## src/design/dowfd_pkg.sv

```systemverilog
// Shared types, constants and the month-length table for the weekday block.
// No dependencies.
package dowfd_pkg;

	localparam int unsigned YEAR_W = 14;
	localparam int unsigned DAY_W  = 5;
	localparam int unsigned MON_W  = 4;
	localparam int unsigned WD_W   = 3;
	localparam int unsigned ADD_W  = 6;

	localparam logic [YEAR_W-1:0] BASE_YEAR    = 14'd1900;
	localparam logic [WD_W-1:0]   BASE_WEEKDAY = 3'd2;   // 1 Jan 1900, Monday
	localparam logic [8:0]        BASE_MOD400  = 9'd300; // 1900 mod 400

	typedef enum logic [1:0] {
		ST_IDLE,
		ST_YEARS,
		ST_MONTHS,
		ST_FINAL
	} state_t;

	// Year counter control
	typedef struct packed {
		logic load;      // restart the walk
		logic from_base; // start at 1900, else at year 0
		logic step;      // advance one year
	} yr_ctl_t;

	// Month length modulo 7: 31 -> 3, 30 -> 2, 28/29 -> 0/1
	function automatic logic [WD_W-1:0] month_len_mod7(input logic [MON_W-1:0] m,
		input logic leap);
		logic [WD_W-1:0] r;
		case (m) inside
			4'd1, 4'd3, 4'd5, 4'd7, 4'd8, 4'd10, 4'd12: r = 3'd3;
			4'd4, 4'd6, 4'd9, 4'd11:                    r = 3'd2;
			default:                                    r = {2'b00, leap};
		endcase
		return r;
	endfunction

endpackage

```

## src/design/dowfd_year_ctr.sv

```systemverilog
// Year walker: current year plus its residues mod 4, 100 and 400, and a leap flag.
// Depends on dowfd_pkg.
module dowfd_year_ctr (
	input  logic                          clk,
	input  logic                          arst_n,
	input  dowfd_pkg::yr_ctl_t            ctl,
	output logic [dowfd_pkg::YEAR_W-1:0]  year,
	output logic                          leap
);
	import dowfd_pkg::*;

	logic [YEAR_W-1:0] year_q;
	logic [1:0]        m4_q;
	logic [6:0]        m100_q;
	logic [8:0]        m400_q;

	always_ff @(posedge clk or negedge arst_n) begin
		if (!arst_n) begin
			year_q <= '0;
			m4_q   <= '0;
			m100_q <= '0;
			m400_q <= '0;
		end else if (ctl.load) begin
			year_q <= ctl.from_base ? BASE_YEAR : '0;
			m4_q   <= '0;
			m100_q <= '0;
			m400_q <= ctl.from_base ? BASE_MOD400 : '0;
		end else if (ctl.step) begin
			year_q <= year_q + 1'b1;
			m4_q   <= m4_q + 1'b1;
			m100_q <= (m100_q == 7'd99) ? 7'd0 : m100_q + 1'b1;
			m400_q <= (m400_q == 9'd399) ? 9'd0 : m400_q + 1'b1;
		end
	end

	assign year = year_q;
	assign leap = ((m4_q == 2'd0) && (m100_q != 7'd0)) || (m400_q == 9'd0);

endmodule

```

## src/design/dowfd_mod7_add.sv

```systemverilog
// Shared adder: (a + b) mod 7 for a weekday and a small addend.
// Depends on dowfd_pkg.
module dowfd_mod7_add (
	input  logic [dowfd_pkg::WD_W-1:0]  a,
	input  logic [dowfd_pkg::ADD_W-1:0] b,
	output logic [dowfd_pkg::WD_W-1:0]  sum
);
	import dowfd_pkg::*;

	logic [ADD_W-1:0] raw;
	logic [3:0]       fold;

	// 8 = 1 mod 7: fold the high bits onto the low three, then one subtract
	always_comb begin
		raw  = ADD_W'(a) + b;
		fold = {1'b0, raw[2:0]} + {1'b0, raw[ADD_W-1:3]};
		sum  = (fold >= 4'd7) ? 3'(fold - 4'd7) : fold[2:0];
	end

endmodule

```

## src/design/day_of_week_from_date.sv

```systemverilog
// Weekday of a Gregorian date, 0 Saturday .. 6 Friday, counted from Monday 1 Jan 1900.
// After accept it walks the years from 1900 to the target year, then the months before the target
// month (month 0 counts as 1), then adds the day; below 1900 the walk adds nothing, so Jan 1 stays a Monday.
// A new date is taken only once the last one is done. A finished word may wait in the output
// register while the next date is taken; the final add stalls while it is full and not taken.
// Reset (arst_n low, asynchronous) empties the block. Depends on dowfd_pkg, dowfd_year_ctr, dowfd_mod7_add.
module day_of_week_from_date (
	input  logic                         clk,
	input  logic                         arst_n,
	input  logic                         in_valid,
	output logic                         in_ready,
	input  logic [dowfd_pkg::DAY_W-1:0]  day_of_month,
	input  logic [dowfd_pkg::MON_W-1:0]  month_number,
	input  logic [dowfd_pkg::YEAR_W-1:0] year_number,
	output logic                         out_valid,
	input  logic                         out_ready,
	output logic [dowfd_pkg::WD_W-1:0]   weekday
);
	import dowfd_pkg::*;

	state_t state_q, state_d;

	// Captured date
	logic [DAY_W-1:0]  day_q;
	logic [MON_W-1:0]  month_q;
	logic [YEAR_W-1:0] year_q;

	// Running weekday, month cursor, leap flag of the target year
	logic [WD_W-1:0]  d_q;
	logic [MON_W-1:0] m_q;
	logic             leap_q;

	// Output register
	logic             out_valid_q;
	logic [WD_W-1:0]  weekday_q;

	logic              accept;
	logic              out_free;
	yr_ctl_t           yr_ctl;
	logic [YEAR_W-1:0] cur_year;
	logic              cur_leap;
	logic              year_done;
	logic              month_done;
	logic [ADD_W-1:0]  addend;
	logic [WD_W-1:0]   d_next;
	logic              d_en;

	dowfd_year_ctr u_year (
		.clk    (clk),
		.arst_n (arst_n),
		.ctl    (yr_ctl),
		.year   (cur_year),
		.leap   (cur_leap)
	);

	// The one adder, shared by the year, month and day phases
	dowfd_mod7_add u_add (
		.a   (d_q),
		.b   (addend),
		.sum (d_next)
	);

	assign accept     = in_valid && in_ready;
	assign out_free   = !out_valid_q || out_ready;
	assign year_done  = (cur_year == year_q);
	assign month_done = (m_q >= month_q);

	// Sequencer: next state, year counter control, adder operand
	always_comb begin
		state_d   = state_q;
		in_ready  = 1'b0;
		yr_ctl    = '0;
		addend    = '0;
		d_en      = 1'b0;
		unique case (state_q)
			ST_IDLE: begin
				in_ready = 1'b1;
				if (in_valid) begin
					yr_ctl.load      = 1'b1;
					yr_ctl.from_base = (year_number >= BASE_YEAR);
					state_d          = ST_YEARS;
				end
			end
			ST_YEARS: begin
				// each year from 1900 on shifts Jan 1 by one, two in a leap year
				addend = ADD_W'(1) + ADD_W'(cur_leap);
				if (year_done) begin
					state_d = ST_MONTHS;
				end else begin
					yr_ctl.step = 1'b1;
					d_en        = (cur_year >= BASE_YEAR);
				end
			end
			ST_MONTHS: begin
				addend = ADD_W'(month_len_mod7(m_q, leap_q));
				if (month_done) begin
					state_d = ST_FINAL;
				end else begin
					d_en = 1'b1;
				end
			end
			ST_FINAL: begin
				// day - 1 taken as day + 6 mod 7
				addend = ADD_W'(day_q) + ADD_W'(6);
				if (out_free) begin
					state_d = ST_IDLE;
				end
			end
			default: begin
				state_d = ST_IDLE;
			end
		endcase
	end

	always_ff @(posedge clk or negedge arst_n) begin
		if (!arst_n) begin
			state_q <= ST_IDLE;
		end else begin
			state_q <= state_d;
		end
	end

	always_ff @(posedge clk) begin
		if (accept) begin
			day_q   <= day_of_month;
			month_q <= month_number;
			year_q  <= year_number;
			d_q     <= BASE_WEEKDAY;
		end else if (d_en) begin
			d_q <= d_next;
		end
		if (state_q == ST_YEARS && year_done) begin
			leap_q <= cur_leap;
			m_q    <= 4'd1;
		end else if (state_q == ST_MONTHS && !month_done) begin
			m_q <= m_q + 1'b1;
		end
	end

	// Output register: loaded from the final add, held until taken
	always_ff @(posedge clk or negedge arst_n) begin
		if (!arst_n) begin
			out_valid_q <= 1'b0;
		end else if (state_q == ST_FINAL && out_free) begin
			out_valid_q <= 1'b1;
		end else if (out_ready) begin
			out_valid_q <= 1'b0;
		end
	end

	always_ff @(posedge clk) begin
		if (state_q == ST_FINAL && out_free) begin
			weekday_q <= d_next;
		end
	end

	assign out_valid = out_valid_q;
	assign weekday   = weekday_q;

endmodule

```

## config.mk

```make
export PLATFORM = sky130hd
export DESIGN_NAME = day_of_week_from_date
export DESIGN_NICKNAME = d
export VERILOG_FILES = /design/src/design/dowfd_pkg.sv /design/src/design/dowfd_year_ctr.sv /design/src/design/dowfd_mod7_add.sv /design/src/design/day_of_week_from_date.sv
export SDC_FILE = /design/constraint.sdc
export NUM_CORES = 1
export LEC_CHECK = 0
export ABC_CLOCK_PERIOD_IN_PS = 5600
export BUFFER_PORTS_ARGS = -buffer_cell sky130_fd_sc_hd__buf_2
export CAP_MARGIN = 20
export CORE_MARGIN = 8
export CORE_UTILIZATION = 60
export CTS_BUF_LIST = sky130_fd_sc_hd__clkbuf_16
export DETAILED_ROUTE_END_ITERATION = 6
export PLACE_DENSITY = 0.79
export RECOVER_POWER = 100
export SYNTH_ARGS = -nofsm -noshare
export SYNTH_HDL_FRONTEND = slang
export SYNTH_SLANG_ARGS = --single-unit
```

## constraint.sdc

```tcl
create_clock -name clk -period 5.6 [get_ports clk]
set_clock_uncertainty 0.1 [all_clocks]
set_input_delay 1.4 -clock clk [delete_from_list [all_inputs] [get_ports clk]]
set_output_delay 1.4 -clock clk [all_outputs]
set_load 0.01 [all_outputs]
```

==> impl_results.md, run 1 <==
- Synthesized area: 0.00398 sq mm
- Cell variety after synth: 63
- CP endpoint kind: flop
- Final hold vios: 0
- Syn Inst Count: 391
- First-pass GRT wire length: 14200 um
- Final setup violation count: 0
- Root Driver: clkbuf_16
- Syn_area_per_cell: 10.2 sq um
- Routability cong.: 0.854
- Maxcap violations: 2
- Vias: 3107
- Initial antenna violation count: 0
- Adder-Cell Fraction of Synth Area: 9.49%
- Placed inst area: 0.00419 sq mm
- YS warnings: 0
- Failing checks: max-capacitance violations, max-slew violations
- Ratio of final minimum period to clock period: 87.3%
- Fin Setup TNS: 0 ns
- Largest family of logic cells by synthesized area: compound AO/OA/AOI/OAI gates
- Longest Clk Path Bufs: 2
- Fin crit period: 4.89 ns
- Crit path largest cell delay: 0.50 ns
- Num rows: 29
- ANT cells: 0
- Slew headroom: -26.6%
- Crit path kind: reg -> reg
- CTS Hold Bufs: 0
- Non-Filler Instances: 506
- DP HPWL: 5950 um
- Synth Area in Compound Gates: 17.1%
- Area share of and/or/nand/nor cells after synthesis: 15.2%
- Utilization after layout: 69.4%
- Slowest CP cell: fa_1
- Vias in the first global route: 3046
- Post-Synth XOR/XNOR Area: 6.16%
- Fill count: 490
- # port buffers: 31
- EDFF count, synth: 27
- Vias per inst: 6.14
- Critical Path Start Type: flop
- Initial Utilization: 62.3%
- Max-slew violations: 70
- CORE AREA: 0.00639 sq mm
- Crit-path max FO: 6
- Die Span Y: 97.5 um
- Horiz. Die Dim: 97.5 um
- Status: finished, violations left
- Total placed cells including tap cells: 490
- Final Cell Area: 0.00443 sq mm
- Yosys reg bits: 69
- Residual DRC: 0
- Worst vdd ir: 0.000180 V
- Worst-skew pair later-pin latency: 0.33 ns
- Per-cell routed wire length: 16.7 um
- Worst Path Required: 5.69 ns
- Share of layout cells above drive strength 1: 9.32%
- Largest net degree at the start of global routing: 36
- Cell breakdown of the critical path: inv_1 -> ha_1 -> nor3_1 -> a21oi_1 -> a21o_1 -> a221oi_1 -> nor2_1 -> ha_1 -> fa_1 -> a21oi_1 -> nor2_1 -> xnor2_1 -> nor2b_1 -> inv_1 -> fa_1 -> inv_1 -> ha_1 -> a221oi_1 -> mux2_1 -> a211oi_1 -> a31oi_1
- Clk slew on worst S/H paths: 0.06 ns
- Total power: 1.09 mW
- Setup repair after global routing missed its margin: no
- Fmax: 205 MHz
- Total wire length after detailed routing: 8440 um
- Multiplexer area fraction after synthesis: 1.32%
- Nets: 480
- Die ar.: 0.00950 sq mm
- Synthesized Nets: 447
- Ys async rst share: 50.7%
- Post-cts resize count: 0
- Slew @ Worst Pin: 1.90 ns
- GRT Total Usage: 18.2%
- Clock Sinks: 69
- CP arrival: 4.98 ns
- Post-CTS Setup Bufs: 0
- H-tree levels: 3
- GR Overflow Total: 0
- CTS Buf Count: 9
- Number of routed nets with antenna violations: 0
- Most used DFF post-synth: dfrtp_1
- Sequential area share after synthesis: 45.9%
- P&R area growth vs syn: 11.3%
- Ports: 32
- CTS tree: yes
- Leak pwr: 1.94 nW
- TritonRoute pass-1 iters: 4
- HP Class: reg -> reg
- Iteration-0 DRC count of the detailed router: 233
- Pwr/cell area: 246 mW/mm^2
-- through the flow --
stage	hold WS, ns	setup WS, ns
after global placement	0.347	0.984
after floorplan	0.336	1.16
after CTS	0.363	0.749
final	0.369	0.713
after detailed placement	0.353	0.766
after global routing	0.373	0.411
-- cell type report --
cell class	instances	area, sq um	area share (%)
multi-input combinational	277	1940	43.8
timing repair buffer	33	146	3.30
tap	77	96.3	2.17
clock inverter	7	66.3	1.50
clock buffer	9	225	5.08
inverter	34	128	2.88
sequential	69	1830	41.2
-- cell families after synthesis --
kind of cell / count (synthesis)
simple gates: 117
compound gates: 98
flops: 69
buf+inv: 45
fa+ha+maj: 29
xor+xnor: 28
mux: 5
-- cells in the mapped netlist, types with 7 or more instances --
cell type	instances	share of area (%)
dfrtp_1	35	22
edfxtp_1	27	20
dfxtp_1	7	3.5
a31oi_1	11	1.7
o21ai_0	10	1.3
ha_1	27	8.5
a21oi_1	17	2.1
xor2_1	19	4.2
xnor2_1	9	2.0
o211ai_1	7	1.3
nand3_1	11	1.4
a21o_1	8	1.5
inv_1	33	3.1
o31ai_1	10	1.9
nand2_1	25	2.4
nor3_1	8	1.0
nor2_1	32	3.0
-- cells in the final DEF, fill, tap and decap left out, types with 13 or more instances in the layout --
cell type | netlist | layout
xor2_1 | 19 | 19
a21oi_1 | 17 | 17
inv_1 | 33 | 34
o21ai_0 | 10 | 13
nand2_1 | 25 | 26
ha_1 | 27 | 27
dfrtp_1 | 35 | 35
nor2_1 | 32 | 32
edfxtp_1 | 27 | 27
buf_2 | 5 | 18
clkbuf_1 | 4 | 15
-- where the power goes --
| part | switching (mW) | internal (mW) |
|---|---|---|
| Clock | 0.210 | 0.341 |
| Combinational | 0.00880 | 0.00622 |
| Sequential | 0.0000000000000000160 | 0.525 |
| Total | 0.219 | 0.872 |
-- routing by layer --
metal / share of wire [%] / vias to the layer above / track usage, %
met5: 0 / - / 0
met2: 51 / 78 / 31.1
met1: 43 / 1518 / 21.4
li1: - / 1499 / -
met3: 4.5 / 12 / 3.41
met4: 1.8 / 0 / 8.86
-- critical path, delay by kind of cell, from the launching register on --
family | cells | cell delay [ns]
adder cells (fa/ha/maj) | 5 | 1.57
AO/OA/AOI/OAI | 7 | 1.37
flip-flops | 1 | 0.42
XOR/XNOR | 1 | 0.13
buffers and inverters | 3 | 0.23
AND/OR/NAND/NOR | 4 | 0.55
multiplexers | 1 | 0.38
-- path summary, 6_finish.rpt --
path	start	end	slack, ns	cells past startpoint
setup reg to reg	m_q[1]	d_q[1]	0.71	21
min in group asynchronous	arst_n	u_year.m100_q[4]	1.49	1
setup / recovery	m_q[1]	d_q[1]	0.71	21
hold reg to reg	d_q[0]	d_q[0]	0.37	2
hold / removal	d_q[0]	d_q[0]	0.37	2
max in group asynchronous	arst_n	u_year.m400_q[4]	2.82	1
-- flip-flops by register name, summed over array words and instances, names as in the netlist --
register,count
u_year.year,14
year_q,14
u_year.m400_q,9
u_year.m100_q,7
day_q,5
m_q,4
month_q,4
d_q,3
weekday,3
state_q,2
u_year.m4_q,2
leap_q,1
out_valid,1
No activity file was read; power rests on OpenSTA's default activity.
==> run 2: changes to the inputs <==
--- a/config.mk
+++ b/config.mk
@@ -16,4 +16,5 @@
 export RECOVER_POWER = 100
 export SYNTH_ARGS = -nofsm -noshare
 export SYNTH_HDL_FRONTEND = slang
+export SYNTH_HIERARCHICAL = 1
 export SYNTH_SLANG_ARGS = --single-unit
==> impl_results.md, run 2 <==
- Sequential area share after synthesis: 46.9% (+1.0 points)
- HP Class: reg -> reg
- CTS tree: yes
- Synth area leaders: dfrtp_1 22%, edfxtp_1 21%, ha_1 8.4%
- CP endpoint kind: flop
- CP arrival: 4.69 ns (-0.29 ns)
- Fin crit period: 4.59 ns (-0.293 ns)
- YS warnings: 6 (+6)
- Maxcap violations: 1 (-1)
- Per-cell routed wire length: 16.4 um (-1.7%)
- TritonRoute pass-1 iters: 4 (unchanged)
- Fin Setup TNS: 0 ns (unchanged)
- Syn Inst Count: 372 (-4.9%)
- Ys async rst share: 50.7% (unchanged)
- Largest net degree at the start of global routing: 36 (unchanged)
- Busiest grt layer: met2
- Crit path kind: reg -> reg
- Met3 Use GR: 3.25% (-0.17 points)
- Pwr/cell area: 236 mW/mm^2 (-4.0%)
- Worst Path Required: 5.70 ns (about the same)
- Slew @ Worst Pin: 1.85 ns (-0.0476 ns)
- Synthesized area: 0.00389 sq mm (-2.2%)
- Longest Clk Path Bufs: 2 (unchanged)
- Vias: 2885 (-7.1%)
- Grt met1 use: 22.3% (+0.91 points)
- Post-CTS Setup Bufs: 0 (unchanged)
- Root Driver: clkbuf_16
- Fill count: 493 (+0.61%)
- Vias in the first global route: 3024 (-0.72%)
- Syn_area_per_cell: 10.5 sq um (+2.8%)
- Share of layout cells above drive strength 1: 7.95% (-1.4 points)
- Most used DFF post-synth: dfrtp_1
- Number of routed nets with antenna violations: 0 (unchanged)
- Synth top area share: 22.5% (+0.49 points)
- Die Span Y: 96.6 um (-0.93%)
- Cell variety after synth: 51 (-19%)
- Yosys reg bits: 69 (unchanged)
- Status: finished, violations left
- CORE AREA: 0.00631 sq mm (-1.1%)
- Top cells by count, synth: 35 x dfrtp_1, 28 x inv_1, 28 x nor2_1
- Final hold vios: 0 (unchanged)
- Crit-path max FO: 6 (unchanged)
- # port buffers: 31 (unchanged)
- ANT cells: 0 (unchanged)
- Num rows: 29 (unchanged)
- Synthesized Nets: 427 (-4.5%)
- Leak pwr: 1.88 nW (-2.8%)
- EDFF count, synth: 27 (unchanged)
- CTS Hold Bufs: 0 (unchanged)
- Ratio of final minimum period to clock period: 82.0% (-5.2 points)
- Utilization after layout: 68.8% (-0.61 points)
- Ports: 32 (unchanged)
- Fmax: 218 MHz (+6.4%)
- Routability cong.: 0.830 (-2.8%)
- Iteration-0 DRC count of the detailed router: 183 (-21%)
- Clk slew on worst S/H paths: 0.06 ns (about the same)
- Worst vdd ir: 0.000202 V (+12%)
- Residual DRC: 0 (unchanged)
- Vias per inst: 5.86 (-4.5%)
- Cell taking the most area after synthesis: dfrtp_1
- Initial antenna violation count: 0 (unchanged)
- Setup repair after global routing missed its margin: no
- Nets: 465 (-3.1%)
- Horiz. Die Dim: 96.6 um (-0.93%)
- H-tree levels: 3 (unchanged)
- Met2 Track Usage GR: 31.3% (+0.25 points)
- Multi-input gate area: 0.00191 sq mm (-1.5%)
- Worst-skew pair later-pin latency: 0.33 ns (about the same)
- Sequential cell area: 0.00183 sq mm (unchanged)
- GRT Total Usage: 18.8% (+0.55 points)
- Commonest non-fill, non-tap cell in the layout: dfrtp_1
- Initial Utilization: 61.7% (-0.67 points)
- Failing checks: max-capacitance violations, max-slew violations
- Total wire length after detailed routing: 8060 um (-4.4%)
- Slew headroom: -23.4% (+3.2 points)
- Most frequent cells in the layout: 35 x dfrtp_1, 31 x inv_1, 28 x nor2_1, 27 x xor2_1, 27 x edfxtp_1
- DP HPWL: 5830 um (-2.0%)
- Critical Path Start Type: flop
- Max-slew violations: 36 (-49%)
- Die ar.: 0.00932 sq mm (-1.8%)
- First-pass GRT wire length: 13500 um (-4.7%)
- GR Overflow Total: 0 (unchanged)
- Post-cts resize count: 0 (unchanged)
- Clock Sinks: 69 (unchanged)
- Final setup violation count: 0 (unchanged)
- Top-count cell post-synth: dfrtp_1
- P&R area growth vs syn: 11.5%
- CTS Buf Count: 9 (unchanged)
run 2: cell count changes after synthesis, sizes merged, moves of 5 or more:
cell    change
a21boi      +9
a31oi      -10
buf         -5
inv         -6
mux2i       +6
nand4       +5
o211ai      -6
o31ai       -6
or3         +6
xnor2       +8
xor2        +8
run 2: worst paths after layout:
check	start	end	slack [ns]	cells after the start
setup reg to reg	m_q[1]	d_q[1]	1.01	18
hold / removal	d_q[0]	d_q[0]	0.37	2
hold reg to reg	d_q[0]	d_q[0]	0.37	2
setup / recovery	m_q[1]	d_q[1]	1.01	18
max in group asynchronous	arst_n	u_year/m400_q[4]	2.86	1
min in group asynchronous	arst_n	u_year/m100_q[3]	1.48	1
run 2: per-layer routing:
layer	wire length [um]	part of all wire [%]
met1	3350	42
met2	4140	51
met3	326	4.0
met4	247	3.1
met5	0	0
run 2: kinds of logic (layout without fill, tap and decap cells):
logic type	count (synthesis)	count (layout)	share of synthesized area (%)
buf+inv	34	77	3.31
simple gates	119	119	16.0
xor+xnor	44	44	9.90
compound gates	67	67	11.5
mux	11	11	2.99
flops	69	69	46.9
fa+ha+maj	28	28	9.38
run 2: area by class of cell:
| type | count | share of cell area (%) |
|---|---|---|
| timing repair buffer | 33 | 3.40 |
| clock inverter | 7 | 0.663 |
| inverter | 28 | 2.42 |
| clock buffer | 9 | 5.19 |
| sequential | 69 | 42.1 |
| multi-input combinational | 269 | 44.0 |
| tap | 77 | 2.22 |
run 2: critical path, stage by stage (launching register included):
cell	delay [ns]
dfxtp_1	0.42
inv_1	0.10
ha_1	0.24
or4_1	0.43
o211ai_1	0.12
a21oi_1	0.14
ha_1	0.29
a21o_1	0.19
a21oi_1	0.18
xnor2_1	0.14
ha_1	0.20
inv_1	0.06
fa_1	0.47
inv_1	0.06
ha_1	0.21
a221oi_1	0.50
mux2_1	0.42
nor2_1	0.13
mux2i_1	0.08
run 2: report_power, final:
part / leakage (nW) / internal, mW / switching (mW) / total (mW)
registers: 0.722 / 0.525 / 0.0000000000000000184 / 0.525
clock network: 0.138 / 0.289 / 0.196 / 0.486
logic: 1.02 / 0.00624 / 0.00884 / 0.0151
total: 1.88 / 0.821 / 0.205 / 1.03
run 2: metrics by stage:
step                      power, mW  std cells  setup WS [ns]  hold slack [ns]  area [sq um]
after CTS                      1.04        491           1.17            0.369          4380
final                          1.03        492           1.01            0.370          4340
after detailed placement      0.551        475           1.16            0.362          4130
after global routing           1.06        492          0.741            0.389          4340
after global placement        0.550        475           1.45            0.352          4130
after floorplan               0.536        372           1.59            0.342          3890
==> run 3: changes to the inputs <==
--- a/config.mk
+++ b/config.mk
@@ -5,14 +5,14 @@
 export SDC_FILE = /design/constraint.sdc
 export NUM_CORES = 1
 export LEC_CHECK = 0
-export ABC_CLOCK_PERIOD_IN_PS = 5600
+export ABC_CLOCK_PERIOD_IN_PS = 3900
 export BUFFER_PORTS_ARGS = -buffer_cell sky130_fd_sc_hd__buf_2
 export CAP_MARGIN = 20
 export CORE_MARGIN = 8
-export CORE_UTILIZATION = 60
+export CORE_UTILIZATION = 54
 export CTS_BUF_LIST = sky130_fd_sc_hd__clkbuf_16
 export DETAILED_ROUTE_END_ITERATION = 6
-export PLACE_DENSITY = 0.79
+export PLACE_DENSITY = 0.75
 export RECOVER_POWER = 100
 export SYNTH_ARGS = -nofsm -noshare
 export SYNTH_HDL_FRONTEND = slang
==> constraint.sdc (replaced) <==
create_clock -name clk -period 3.9 [get_ports clk]
set_clock_uncertainty 0.1 [all_clocks]
set_input_delay 0.975 -clock clk [delete_from_list [all_inputs] [get_ports clk]]
set_output_delay 0.975 -clock clk [all_outputs]
set_load 0.01 [all_outputs]
==> impl_results.md, run 3 (synthesized netlist as in run 2, its figures left out) <==
- Status: finished, violations left
- Failing checks: max-capacitance violations, max-slew violations, negative setup slack
- Grt met1 use: 19.3% (-3.0 points)
- CTS Buf Count: 9 (unchanged)
- Per-cell routed wire length: 15.0 um (-8.6%)
- H-tree levels: 3 (unchanged)
- Ratio of final minimum period to clock period: 102% (+20 points)
- Vias: 3031 (+5.1%)
- Vias per inst: 5.54 (-5.5%)
- Clk slew on worst S/H paths: 0.05 ns (about the same)
- Slew @ Worst Pin: 1.89 ns (+0.0436 ns)
- Multi-input gate area: 0.00206 sq mm (+7.9%)
- Setup WS post-layout: -0.0657 ns (-1.07 ns)
- Share of layout cells above drive strength 1: 23.2% (+15 points)
- Cell breakdown of the critical path: ha_4 -> or4_1 -> o211ai_1 -> a21oi_2 -> ha_1 -> a21o_1 -> a21oi_2 -> xnor2_1 -> ha_2 -> inv_2 -> fa_1 -> inv_2 -> ha_4 -> a221oi_4 -> mux2_4 -> nor2_2 -> mux2i_1
- Slew headroom: -26.3% (-2.9 points)
- Fin crit period: 3.97 ns (-0.629 ns)
- Nets: 498 (+7.1%)
- Worst path buffer plus inverter count: 2 (-1)
- Root Driver: clkbuf_16
- Routability cong.: 0.873 (+5.1%)
- CP Depth: 17 (-1)
- Total wire length after detailed routing: 8200 um (+1.6%)
- Most frequent cells in the layout: 35 x dfrtp_1, 33 x buf_4, 27 x nor2_1, 27 x edfxtp_1, 26 x xor2_1
- Initial Utilization: 54.9% (-6.8 points)
- Crit path largest cell delay: 0.49 ns (about the same)
- Fmax: 252 MHz (+16%)
- Leak pwr: 2.11 nW (+12%)
- TritonRoute pass-1 iters: 4 (unchanged)
- # port buffers: 31 (unchanged)
- Met3 Use GR: 5.59% (+2.3 points)
- Setup repair after global routing missed its margin: yes
- Reg2reg end: d_q[1]
- Longest Clk Path Bufs: 2 (unchanged)
- Sequential cell area: 0.00183 sq mm (+0.41%)
- Worst R2R Start: m_q[0]
- ANT cells: 0 (unchanged)
- Pwr/cell area: 346 mW/mm^2 (+47%)
- Final setup violation count: 2 (+2)
- Maxcap violations: 2 (+1)
- FF-to-FF setup slack: -0.07 ns (-1.07 ns)
- Crit-path max FO: 4 (-2)
- Ports: 32 (unchanged)
- Worst-skew pair later-pin latency: 0.33 ns (about the same)
- CP endpoint kind: flop
- Crit path kind: reg -> reg
- Met2 Track Usage GR: 30.3% (-1.0 points)
- Largest net degree at the start of global routing: 36 (unchanged)
- P&R area growth vs syn: 25.2%
- Worst vdd ir: 0.000285 V (+41%)
- Fin Setup TNS: -0.0805 ns (-0.0805 ns)
- Hold Path Stages: 2 (unchanged)
- First-pass GRT wire length: 13800 um (+2.2%)
- Num rows: 31 (+6.9%)
- Clock Sinks: 69 (unchanged)
- Iteration-0 DRC count of the detailed router: 152 (-17%)
- HP Class: reg -> reg
- CTS tree: yes
- Vias in the first global route: 3077 (+1.8%)
- Commonest non-fill, non-tap cell in the layout: dfrtp_1
- HP Start: d_q[2]
- GRT Total Usage: 17.3% (-1.5 points)
- Total power: 1.69 mW (+65%)
- Number of routed nets with antenna violations: 0 (unchanged)
- Critical Path Start Type: flop
- DP HPWL: 5870 um (+0.74%)
- Max-slew violations: 69 (+92%)
- Utilization after layout: 68.7% (-0.091 points)
- Busiest grt layer: met2
- Horiz. Die Dim: 101 um (+4.5%)
- CP arrival: 4.06 ns (-0.63 ns)
- Slowest CP cell: fa_1
- GR Overflow Total: 0 (unchanged)
- CORE AREA: 0.00710 sq mm (+12%)
- DP Worst Slack: -0.186 ns (-1.34 ns)
- Worst Path Required: 3.99 ns (-1.71 ns)
- Worst Hold Endpoint: d_q[2]
- Critical path's top delay family: adder cells
- Die Span Y: 101 um (+4.5%)
- Final hold vios: 0 (unchanged)
- R2R cell count: 17 (-1)
- Fill count: 551 (+12%)
- Die ar.: 0.0102 sq mm (+9.2%)
- Initial antenna violation count: 0 (unchanged)
- Hold slack: 0.384 ns (+0.0138 ns)
- Residual DRC: 0 (unchanged)
-- run 3: per-stage QoR --
step / cell area [sq um] / std cells
floorplan: 3930 / 372
global placement: 4390 / 523
detailed placement: 4390 / 523
CTS: 4810 / 543
global route: 4870 / 547
finish: 4870 / 547
-- run 3: final cells by class --
class,count,share of cell area (%)
clock buffer,9,4.62
sequential,69,37.6
inverter,28,2.26
multi-input combinational,269,42.3
timing repair buffer,66,8.29
tap,99,2.54
clock inverter,7,2.34
-- run 3: worst min-delay path: stages (launching register included) --
cell and delay, ns:
dfxtp_1 0.32, nand2_1 0.06, mux2i_1 0.06
-- run 3: routing by layer --
metal	vias up	share of wire, %
met2	67	51
met4	0	1.6
met3	15	4.9
met1	1467	42
li1	1482	-
met5	-	0
-- run 3: worst max path at each step --
stage            from      to  slack [ns]
2_1_floorplan  m_q[1]  d_q[1]        0.01
3_5_place_dp   m_q[0]  d_q[1]       -0.19
4_1_cts        m_q[0]  d_q[1]       -0.09
5_1_grt        m_q[1]  d_q[1]       -0.27
6_report       m_q[0]  d_q[1]       -0.07
3_3_place_gp   m_q[0]  d_q[1]       -0.04
-- run 3: report_power, final --
| group | total [mW] | switching, mW | internal [mW] |
|---|---|---|---|
| logic | 0.0216 | 0.0123 | 0.00932 |
| clock network | 0.914 | 0.294 | 0.620 |
| registers | 0.752 | 0.0000000000000000212 | 0.752 |
| total | 1.69 | 0.306 | 1.38 |
-- run 3: timing repair --
action | in CTS | in global routing
endpoints found under the hold margin | 0 | 0
gates resized for setup | 13 | 14
setup buffers | 4 | 4
pin swaps | 10 | 8
hold buffers | 0 | 0
endpoints found under the setup margin | 4 | 6
